$ cat src/hw/rtl/scmi_pkg.sv
// Shared types, command keys and reply codes of the sensor command interpreter.
package scmi_pkg;

  localparam logic [7:0] KEY_NULL         = 8'h00;
  localparam logic [7:0] KEY_GET_LED      = 8'h03;
  localparam logic [7:0] KEY_SET_LED      = 8'h04;
  localparam logic [7:0] KEY_GET_CONFIG   = 8'h07;
  localparam logic [7:0] KEY_SET_CONFIG   = 8'h08;
  localparam logic [7:0] KEY_GET_EXPOSURE = 8'h09;
  localparam logic [7:0] KEY_SET_EXPOSURE = 8'h0A;
  localparam logic [7:0] KEY_CAPTURE      = 8'h0B;

  localparam logic [7:0] ST_OK       = 8'h00;
  localparam logic [7:0] ST_ERR      = 8'h01;
  localparam logic [7:0] ST_INVALID  = 8'h02;
  localparam logic [7:0] LED_ERR_FILL = 8'hAB;

  localparam logic [7:0] GAIN_1X  = 8'h01;
  localparam logic [7:0] GAIN_CODE_A = 8'h25;
  localparam logic [7:0] GAIN_CODE_B = 8'h04;
  localparam logic [7:0] GAIN_CODE_C = 8'h05;
  localparam logic [7:0] ROWS_BAD_MASK = 8'hE0;
  localparam logic [7:0] ROWS_ALL = 8'h1F;
  localparam logic [15:0] EXPOSURE_RESET = 16'd50;

  // What the back end has to send for one accepted word.
  typedef enum logic [3:0] {
    JOB_OK         = 4'd0,
    JOB_OK_CAPTURE = 4'd1,
    JOB_OK_PROGRAM = 4'd2,
    JOB_ERR        = 4'd3,
    JOB_ERR_LED    = 4'd4,
    JOB_INVALID    = 4'd5,
    JOB_LED_STATE  = 4'd6,
    JOB_CONFIG     = 4'd7,
    JOB_EXPOSURE   = 4'd8
  } job_kind_t;

  typedef struct packed {
    job_kind_t   kind;
    logic [7:0]  a;
    logic [7:0]  b;
    logic [7:0]  c;
    logic [1:0]  led0;
    logic [1:0]  led1;
    logic [15:0] exposure;
  } job_t;

  typedef struct packed {
    logic [7:0]  reply_byte;
    logic        reply_last;
    logic        program_strobe;
    logic [27:0] program_word;
    logic        capture_start;
    logic [1:0]  led0_state;
    logic [1:0]  led1_state;
    logic [15:0] exposure_out;
  } result_t;

  // Two-bit array gain field for a gain byte.
  function automatic logic [1:0] gain_bits(input logic [7:0] gain);
    logic [1:0] g;
    g = 2'b00;
    if (gain == GAIN_CODE_A) g = 2'b10;
    else if (gain == GAIN_CODE_B) g = 2'b01;
    else if (gain == GAIN_CODE_C) g = 2'b11;
    return g;
  endfunction

endpackage

$ cat src/hw/rtl/scmi_front.sv
// Front end: parses received words, holds the board state, queues reply jobs.
module scmi_front (
  input  logic               clk,
  input  logic               rst,
  input  logic               accept,
  input  logic [7:0]         rx_byte,
  output logic               job_push,
  output scmi_pkg::job_t     job
);

  localparam logic [3:0] CMD_GET_LED      = 4'h3;
  localparam logic [3:0] CMD_SET_LED      = 4'h4;
  localparam logic [3:0] CMD_SET_CONFIG   = 4'h8;
  localparam logic [3:0] CMD_SET_EXPOSURE = 4'hA;

  logic [1:0]  parse_phase, parse_phase_next;
  logic [3:0]  pending_command, pending_command_next;
  logic [7:0]  held_payload_a, held_payload_a_next;
  logic [7:0]  held_payload_b, held_payload_b_next;
  logic [1:0]  led0, led0_next;
  logic [1:0]  led1, led1_next;
  logic [7:0]  stored_binning, stored_binning_next;
  logic [7:0]  stored_gain, stored_gain_next;
  logic [7:0]  stored_rows, stored_rows_next;
  logic [15:0] exposure_count, exposure_count_next;
  logic        has_job;
  scmi_pkg::job_kind_t kind;
  logic [7:0]  ja, jb, jc;
  logic        cfg_ok;

  always_comb begin
    parse_phase_next     = parse_phase;
    pending_command_next = pending_command;
    held_payload_a_next  = held_payload_a;
    held_payload_b_next  = held_payload_b;
    led0_next            = led0;
    led1_next            = led1;
    stored_binning_next  = stored_binning;
    stored_gain_next     = stored_gain;
    stored_rows_next     = stored_rows;
    exposure_count_next  = exposure_count;
    has_job = 1'b0;
    kind    = scmi_pkg::JOB_OK;
    ja      = '0;
    jb      = '0;
    jc      = '0;
    cfg_ok  = 1'b0;

    if (parse_phase == 2'd0) begin
      unique case (rx_byte) inside
        scmi_pkg::KEY_NULL: begin
        end
        scmi_pkg::KEY_GET_LED: begin
          pending_command_next = CMD_GET_LED;
          parse_phase_next     = 2'd1;
        end
        scmi_pkg::KEY_SET_LED: begin
          pending_command_next = CMD_SET_LED;
          parse_phase_next     = 2'd1;
        end
        scmi_pkg::KEY_SET_CONFIG: begin
          pending_command_next = CMD_SET_CONFIG;
          parse_phase_next     = 2'd1;
        end
        scmi_pkg::KEY_SET_EXPOSURE: begin
          pending_command_next = CMD_SET_EXPOSURE;
          parse_phase_next     = 2'd1;
        end
        scmi_pkg::KEY_GET_CONFIG: begin
          has_job = 1'b1;
          kind    = scmi_pkg::JOB_CONFIG;
          ja      = stored_binning;
          jb      = stored_gain;
          jc      = stored_rows;
        end
        scmi_pkg::KEY_GET_EXPOSURE: begin
          has_job = 1'b1;
          kind    = scmi_pkg::JOB_EXPOSURE;
          ja      = exposure_count[15:8];
          jb      = exposure_count[7:0];
        end
        scmi_pkg::KEY_CAPTURE: begin
          has_job = 1'b1;
          kind    = scmi_pkg::JOB_OK_CAPTURE;
        end
        default: begin
          has_job = 1'b1;
          kind    = scmi_pkg::JOB_INVALID;
        end
      endcase
    end else if (pending_command == CMD_GET_LED && parse_phase == 2'd1) begin
      parse_phase_next = 2'd0;
      has_job = 1'b1;
      if (rx_byte > 8'd1) begin
        kind = scmi_pkg::JOB_ERR_LED;
      end else begin
        kind = scmi_pkg::JOB_LED_STATE;
        ja   = {6'd0, rx_byte[0] ? led1 : led0};
      end
    end else if ((pending_command == CMD_SET_LED || pending_command == CMD_SET_EXPOSURE ||
                  pending_command == CMD_SET_CONFIG) && parse_phase == 2'd1) begin
      held_payload_a_next = rx_byte;
      parse_phase_next    = 2'd2;
    end else if (pending_command == CMD_SET_LED && parse_phase == 2'd2) begin
      parse_phase_next = 2'd0;
      has_job = 1'b1;
      if (held_payload_a > 8'd1 || rx_byte > 8'd2) begin
        kind = scmi_pkg::JOB_ERR;
      end else begin
        kind = scmi_pkg::JOB_OK;
        if (held_payload_a[0]) led1_next = rx_byte[1:0];
        else led0_next = rx_byte[1:0];
      end
    end else if (pending_command == CMD_SET_EXPOSURE && parse_phase == 2'd2) begin
      parse_phase_next    = 2'd0;
      exposure_count_next = {held_payload_a, rx_byte};
      has_job = 1'b1;
      kind    = scmi_pkg::JOB_OK;
    end else if (pending_command == CMD_SET_CONFIG && parse_phase == 2'd2) begin
      held_payload_b_next = rx_byte;
      parse_phase_next    = 2'd3;
    end else if (pending_command == CMD_SET_CONFIG && parse_phase == 2'd3) begin
      parse_phase_next    = 2'd0;
      // Store all three bytes, valid or not.
      stored_binning_next = held_payload_a;
      stored_gain_next    = held_payload_b;
      stored_rows_next    = rx_byte;
      cfg_ok = (held_payload_a == 8'd0 || held_payload_a == 8'd1) &&
               (held_payload_b == scmi_pkg::GAIN_1X ||
                held_payload_b == scmi_pkg::GAIN_CODE_A ||
                held_payload_b == scmi_pkg::GAIN_CODE_B ||
                held_payload_b == scmi_pkg::GAIN_CODE_C) &&
               ((rx_byte & scmi_pkg::ROWS_BAD_MASK) == 8'd0);
      has_job = 1'b1;
      kind    = cfg_ok ? scmi_pkg::JOB_OK_PROGRAM : scmi_pkg::JOB_ERR;
      ja      = held_payload_a;
      jb      = held_payload_b;
      jc      = rx_byte;
    end else begin
      // Phase does not fit the pending command: drop back to idle.
      parse_phase_next = 2'd0;
    end
  end

  always_ff @(posedge clk) begin
    if (rst) begin
      parse_phase     <= 2'd0;
      pending_command <= 4'd0;
      led0            <= 2'd0;
      led1            <= 2'd0;
      stored_binning  <= 8'd0;
      stored_gain     <= scmi_pkg::GAIN_1X;
      stored_rows     <= scmi_pkg::ROWS_ALL;
      exposure_count  <= scmi_pkg::EXPOSURE_RESET;
    end else if (accept) begin
      parse_phase     <= parse_phase_next;
      pending_command <= pending_command_next;
      led0            <= led0_next;
      led1            <= led1_next;
      stored_binning  <= stored_binning_next;
      stored_gain     <= stored_gain_next;
      stored_rows     <= stored_rows_next;
      exposure_count  <= exposure_count_next;
    end
  end

  always_ff @(posedge clk) begin
    if (accept) begin
      held_payload_a <= held_payload_a_next;
      held_payload_b <= held_payload_b_next;
    end
  end

  assign job_push     = accept && has_job;
  assign job.kind     = kind;
  assign job.a        = ja;
  assign job.b        = jb;
  assign job.c        = jc;
  assign job.led0     = led0_next;
  assign job.led1     = led1_next;
  assign job.exposure = exposure_count_next;

endmodule

$ cat src/hw/rtl/scmi_queue.sv
// Job queue between the parser front end and the reply back end.
module scmi_queue #(
  parameter int DEPTH = 4
) (
  input  logic           clk,
  input  logic           rst,
  input  logic           push,
  input  scmi_pkg::job_t push_job,
  output logic           full,
  input  logic           pop,
  output scmi_pkg::job_t pop_job,
  output logic           empty
);

  localparam int PW = (DEPTH > 1) ? $clog2(DEPTH) : 1;
  localparam int CW = $clog2(DEPTH + 1);

  scmi_pkg::job_t slots [DEPTH];
  logic [PW-1:0]  wr_ptr, rd_ptr;
  logic [CW-1:0]  count;
  logic           do_push, do_pop;

  assign full    = (count == CW'(DEPTH));
  assign empty   = (count == '0);
  assign do_push = push && !full;
  assign do_pop  = pop && !empty;
  assign pop_job = slots[rd_ptr];

  always_ff @(posedge clk) begin
    if (rst) begin
      wr_ptr <= '0;
      rd_ptr <= '0;
      count  <= '0;
    end else begin
      if (do_push) wr_ptr <= (wr_ptr == PW'(DEPTH - 1)) ? '0 : wr_ptr + 1'b1;
      if (do_pop)  rd_ptr <= (rd_ptr == PW'(DEPTH - 1)) ? '0 : rd_ptr + 1'b1;
      if (do_push && !do_pop) count <= count + 1'b1;
      else if (do_pop && !do_push) count <= count - 1'b1;
    end
  end

  always_ff @(posedge clk) begin
    if (do_push) slots[wr_ptr] <= push_job;
  end

endmodule

$ cat src/hw/rtl/scmi_back.sv
// Back end: expands each queued job into reply words behind an output register.
module scmi_back (
  input  logic              clk,
  input  logic              rst,
  input  scmi_pkg::job_t    job,
  input  logic              job_empty,
  output logic              job_pop,
  output scmi_pkg::result_t result,
  output logic              empty,
  input  logic              pop
);

  logic [1:0]        idx;
  logic [1:0]        last_idx;
  logic [7:0]        status;
  scmi_pkg::result_t cur;
  logic              out_valid;
  logic              load;

  always_comb begin
    unique case (job.kind) inside
      scmi_pkg::JOB_CONFIG:                            last_idx = 2'd3;
      scmi_pkg::JOB_EXPOSURE:                          last_idx = 2'd2;
      scmi_pkg::JOB_LED_STATE, scmi_pkg::JOB_ERR_LED:  last_idx = 2'd1;
      default:                                         last_idx = 2'd0;
    endcase
    unique case (job.kind) inside
      scmi_pkg::JOB_ERR, scmi_pkg::JOB_ERR_LED: status = scmi_pkg::ST_ERR;
      scmi_pkg::JOB_INVALID:                    status = scmi_pkg::ST_INVALID;
      default:                                  status = scmi_pkg::ST_OK;
    endcase
  end

  always_comb begin
    case (idx)
      2'd0:    cur.reply_byte = status;
      2'd1:    cur.reply_byte = (job.kind == scmi_pkg::JOB_ERR_LED) ?
                                scmi_pkg::LED_ERR_FILL : job.a;
      2'd2:    cur.reply_byte = job.b;
      default: cur.reply_byte = job.c;
    endcase
    cur.reply_last     = (idx == last_idx);
    cur.program_strobe = (job.kind == scmi_pkg::JOB_OK_PROGRAM);
    // Rows repeat over five columns; gain and binning fill the low bits.
    cur.program_word   = cur.program_strobe ?
                         {{5{job.c[4:0]}}, scmi_pkg::gain_bits(job.b), job.a[0]} : 28'd0;
    cur.capture_start  = (job.kind == scmi_pkg::JOB_OK_CAPTURE);
    cur.led0_state     = job.led0;
    cur.led1_state     = job.led1;
    cur.exposure_out   = job.exposure;
  end

  assign load    = !job_empty && (!out_valid || pop);
  assign job_pop = load && cur.reply_last;
  assign empty   = !out_valid;

  always_ff @(posedge clk) begin
    if (rst) begin
      idx       <= 2'd0;
      out_valid <= 1'b0;
    end else begin
      if (load) begin
        out_valid <= 1'b1;
        idx       <= cur.reply_last ? 2'd0 : idx + 2'd1;
      end else if (pop) begin
        out_valid <= 1'b0;
      end
    end
  end

  always_ff @(posedge clk) begin
    if (load) result <= cur;
  end

endmodule

$ cat src/hw/rtl/sensor_command_interpreter.sv
// Top level of the sensor command interpreter: front parser, job queue, reply back end.
//
// Host words enter through push/full, one command key or payload byte each.
// A word is taken in every cycle while the job queue (QUEUE_DEPTH jobs) has
// room; full rises only when the queue is full. The front end updates the
// LED, array configuration and exposure state at once and queues one job per
// word that causes a reply. The back end sends one reply word per cycle while
// the receiver keeps pop high, and a job has one to four reply words there (get
// config four, get exposure three, get LED two, everything else one); that byte
// sequencer sets the sustained rate. The first reply word of a job passes through
// the job queue and the back end's output register before it reaches the result
// ports, or later when earlier replies are still waiting. Each reply word
// carries the LED and exposure values as they stood after its command, and
// program_strobe/program_word or capture_start on the ok word of a valid
// array configuration or a capture. reply_last marks the final word of each
// reply. Reset is synchronous and brings the state to both LEDs off,
// binning off, gain 1x, all rows on and an exposure of fifty ticks.
module sensor_command_interpreter #(
  parameter int QUEUE_DEPTH = 4
) (
  input  logic        clk,
  input  logic        rst,
  input  logic        push,
  output logic        full,
  input  logic [7:0]  rx_byte,
  output logic        empty,
  input  logic        pop,
  output logic [7:0]  reply_byte,
  output logic        reply_last,
  output logic        program_strobe,
  output logic [27:0] program_word,
  output logic        capture_start,
  output logic [1:0]  led0_state,
  output logic [1:0]  led1_state,
  output logic [15:0] exposure_out
);

  logic              accept;
  logic              job_push;
  logic              job_pop;
  logic              job_empty;
  scmi_pkg::job_t    front_job;
  scmi_pkg::job_t    head_job;
  scmi_pkg::result_t result;

  // Accept a word only while the queue can take any job it may cause.
  assign accept = push && !full;

  scmi_front u_front (
    .clk      (clk),
    .rst      (rst),
    .accept   (accept),
    .rx_byte  (rx_byte),
    .job_push (job_push),
    .job      (front_job)
  );

  scmi_queue #(
    .DEPTH (QUEUE_DEPTH)
  ) u_queue (
    .clk      (clk),
    .rst      (rst),
    .push     (job_push),
    .push_job (front_job),
    .full     (full),
    .pop      (job_pop),
    .pop_job  (head_job),
    .empty    (job_empty)
  );

  scmi_back u_back (
    .clk       (clk),
    .rst       (rst),
    .job       (head_job),
    .job_empty (job_empty),
    .job_pop   (job_pop),
    .result    (result),
    .empty     (empty),
    .pop       (pop)
  );

  // Drive the result ports from the back end's output register.
  assign reply_byte     = result.reply_byte;
  assign reply_last     = result.reply_last;
  assign program_strobe = result.program_strobe;
  assign program_word   = result.program_word;
  assign capture_start  = result.capture_start;
  assign led0_state     = result.led0_state;
  assign led1_state     = result.led1_state;
  assign exposure_out   = result.exposure_out;

`ifndef SYNTH
  // A taken word that is not the last of its reply is followed at once by the next.
  a_reply_continues: assert property (@(posedge clk) disable iff (rst)
    (pop && !empty && !reply_last) |=> !empty)
    else $error("reply run broken before its last word");

  // A programming strobe comes only on a single ok word.
  a_strobe_ok: assert property (@(posedge clk) disable iff (rst)
    (!empty && program_strobe) |-> (reply_last && reply_byte == scmi_pkg::ST_OK))
    else $error("program strobe on a word other than a final ok");

  // The programming word is zero unless strobed.
  a_word_zero: assert property (@(posedge clk) disable iff (rst)
    (!empty && !program_strobe) |-> (program_word == 28'd0))
    else $error("program word set without strobe");

  // Capture start comes on the ok word only.
  a_capture_ok: assert property (@(posedge clk) disable iff (rst)
    (!empty && capture_start) |-> (reply_last && reply_byte == scmi_pkg::ST_OK))
    else $error("capture start on a word other than a final ok");
`endif

endmodule

$ cat config.mk
export PLATFORM = sky130hd
export DESIGN_NAME = sensor_command_interpreter
export DESIGN_NICKNAME = d
export VERILOG_FILES = /design/src/hw/rtl/scmi_pkg.sv /design/src/hw/rtl/scmi_front.sv /design/src/hw/rtl/scmi_queue.sv /design/src/hw/rtl/scmi_back.sv /design/src/hw/rtl/sensor_command_interpreter.sv
export SDC_FILE = /design/constraint.sdc
export NUM_CORES = 1
export LEC_CHECK = 0
export BUFFER_PORTS_ARGS = -buffer_cell sky130_fd_sc_hd__buf_2
export CAP_MARGIN = 0
export CORE_MARGIN = 5
export CORE_UTILIZATION = 50
export CTS_CLUSTER_SIZE = 40
export DETAILED_ROUTE_END_ITERATION = 7
export PLACE_DENSITY = 0.67
export SLEW_MARGIN = 30
export SYNTH_ARGS = -nofsm -noshare
export SYNTH_HDL_FRONTEND = slang
export SYNTH_SLANG_ARGS = --single-unit
$ cat constraint.sdc
create_clock -name clk -period 7.1 [get_ports clk]
set_input_delay 0.355 -clock clk [delete_from_list [all_inputs] [get_ports clk]]
set_output_delay 0.355 -clock clk [all_outputs]
set_load 0.03 [all_outputs]
==> results by group <==
Status
  – Status: completed

Placement
  – Final GP Congestion: 0.818
  – Dpl hpwl: 16.0 mm
  – I/O Buffers: 72
  – Post-DP Area: approximately 0.013 mm²

Floorplanning
  – Initial core utilization: 50.3%
  – Die Span Y: 168 µm
  – # rows: 58
  – IO Count: 73
  – Die ar.: about 0.028 mm²
  – Die X: roughly 170 µm
  – Core ar.: 0.0249 mm²

Timing
  – Slew headroom: 32.3%
  – Worst clock skew: 10.1 ps
  – Final Cycle Share: 52.3%
  – Number of setup violations in the final report: 0
  – Slew Limit Fails: 0
  – Max Clk Rate: 270 MHz
  – Total negative slack: 0 ps
  – RSZ-0062 raised after global routing: false
  – Final Hold Fails: 0
  – Tightest Pin Transition: 1020 ps
  – Min Tclk post-route: ~3700 ps

Synthesis
  – Synthesized cell area: 0.0125 mm²
  – Syn Area/Cell: roughly 15 µm²
  – Syn Nets: ~850
  – Distinct cell type count after synthesis: 61
  – Part of the Yosys area used for sequential elements: 69.2%
  – Synthesis Warnings: 0
  – Number of synthesized flops with an enable pin: 247
  – Synth Register Bits: 309
  – Ys async rst share: 0%
  – Dominant synthesized flop cell: edfxtp_1
  – Synthesized netlist cell count: between 800 and 900

Drt
  – Routed vias/inst: 5.69
  – Wire per inst: between 20 and 25 µm
  – Residual DRC: 0
  – Vias: slightly above 7000
  – Pre-antenna DRT Iters: 6
  – DRT Wirelength: ~26 mm
  – Antenna viol nets, final: 0
  – Iter 0 DRT Violations: 503

Worst setup path
  – Critical Path Fanout Max: 24
  – Endpoint class of the critical path: register
  – Crit start category: register
  – Worst path required time: approximately 7600 ps
  – CP arrival: 4180 ps
  – Kind of critical path: register to register

Clock tree
  – Number of buffers created by CTS: 30
  – H-tree lvl count: 1
  – CTS tree: built
  – CTS root buf: clkbuf_16
  – Clock sinks: 309
  – Worst-path clk slew: 60 ps
  – Clock Latency Late Sink: 540 ps
  – Post-CTS Setup Repair Bufs: 0
  – Max Root-Sink Buffers: 3
  – CTS hold repair buffers: 0
  – PostCTS Resize Cnt: 0

Final layout
  – Finished Cell Area: 0.0141 mm²
  – Multi-input logic area: approximately 0.0035 mm²
  – # fillers: 1953
  – Synth-to-Final Area Change: 13.0%
  – Register area: 0.00866 mm²
  – Most common cell after layout, fill and taps aside: edfxtp_1
  – Nets: ~900
  – Layout cells sized above 1: 23.7%
  – # diodes: 0
  – Most frequent cells in the layout: edfxtp_1, nand2_1, buf_2

Job
  – Number of max-cap violations: 0

Hold path
  – Worst hold path type: input port to register

Global routing
  – Wire length of the first global-routing pass: approximately 40 mm
  – Total grt overflow: 0
  – Largest net degree at the start of global routing: between 50 and 60
  – Initial antenna violation count: 0
  – All-Layer GR Usage: 18.1%
  – Number of global-route vias before repair: about 7000

Power
  – Worst vdd ir: 222 µV
  – Pleak: 4.97 nW
  – Pwr Density: between 300 and 400 mW/mm²
[registers in the layout, summed over array words and instances, names as in the netlist, named ones only]
name	count
u_queue.slots	192
u_back.idx	2
u_queue.rd_ptr	2
u_back.out_valid	1
u_front.exposure_count	16
u_front.parse_phase	2
u_front.pending_command	4
u_front.stored_rows	8
u_front.held_payload_b	8
u_front.stored_gain	8
u_front.led0	2
u_queue.wr_ptr	2
u_front.led1	2
u_back.result	39
u_queue.count	3
u_front.held_payload_a	8
u_front.stored_binning	8
[final timing paths]
path	endpoint	cells past startpoint	from	slack (ps)
min	u_back.out_valid	4	pop	120
max reg2reg	u_queue.count[2]	10	register	3390
max	u_queue.count[2]	10	register	3390
min reg2reg	u_front.stored_rows[5]	2	u_front.stored_rows[5]	450
[synthesized netlist by cell type (all sizes together) (12+ instances only)]
| cell | number | area (µm²) |
|---|---|---|
| edfxtp | 247 | 7420 |
| nand2 | 76 | 285 |
| dfxtp | 62 | 1240 |
| nor2 | 54 | 203 |
| mux4 | 48 | 1100 |
| a21oi | 36 | 180 |
| clkbuf | 36 | 135 |
| inv | 28 | 105 |
| buf | 27 | 190 |
| nor3 | 22 | 115 |
| o21ai | 22 | 110 |
| mux2 | 18 | 203 |
| a222oi | 14 | 140 |
| and2 | 14 | 87.6 |
| nand3 | 14 | 70.1 |
| nand2b | 12 | 75.1 |
[power breakdown]
group / internal [mW] / switching (mW) / total, mW
Sequential: 2.25 / 0.114 / 2.37
Clock: 0.968 / 0.644 / 1.61
Combinational: 0.437 / 0.839 / 1.28
[kinds of logic (layout without fill, tap and decap cells)]
| logic type | Yosys count | after routing | synth area share [%] |
|---|---|---|---|
| mux | 74 | 74 | 11.1 |
| xor+xnor | 2 | 2 | 0.140 |
| fa+ha+maj | 11 | 11 | 1.16 |
| simple gates | 233 | 233 | 9.01 |
| buf+inv | 91 | 169 | 3.44 |
| compound gates | 110 | 110 | 6.03 |
| flops | 309 | 309 | 69.2 |
[metrics by stage]
| step | worst slack, ps | total power, mW | cells | util, % | hold WS, ps |
|---|---|---|---|---|---|
| 3_5_place_dp | 3420 | 3.70 | 1182 | 52.7 | 447 |
| 6_report | 3390 | 5.25 | 1238 | 56.8 | 118 |
| 2_1_floorplan | 3090 | 3.38 | 830 | - | 436 |
| 3_3_place_gp | 3060 | 3.67 | 1179 | 52.5 | 441 |
| 4_1_cts | 3390 | 5.32 | 1238 | 56.8 | 96.3 |
| 5_1_grt | 3180 | 5.50 | 1238 | 56.8 | 117 |
[per-layer routing]
metal	part of all wire, %	up-vias	global-route usage, %
met5	0	-	0
met4	2.0	0	4.59
met3	5.6	44	3.01
met2	48	200	30.0
met1	44	3543	25.2
li1	-	3262	-
[cell type report]
cell class / count / share of cell area, %
clock inverter: 15 / 1.11
tap: 330 / 2.92
multi-input combinational: 430 / 24.5
sequential: 309 / 61.2
inverter: 28 / 0.743
timing repair buffer: 85 / 3.34
clock buffer: 41 / 6.17
[critical path, stage by stage (launching register included)]
cell and delay, ps:
dfxtp_4 680, mux4_1 750, and3_1 230, o221ai_1 240, a2bb2oi_2 400, ha_1 260
inv_1 70, fa_1 420, xor2_1 160, or3_1 300, a21oi_1 130
Note: power is estimated with default switching activity, not from simulation.
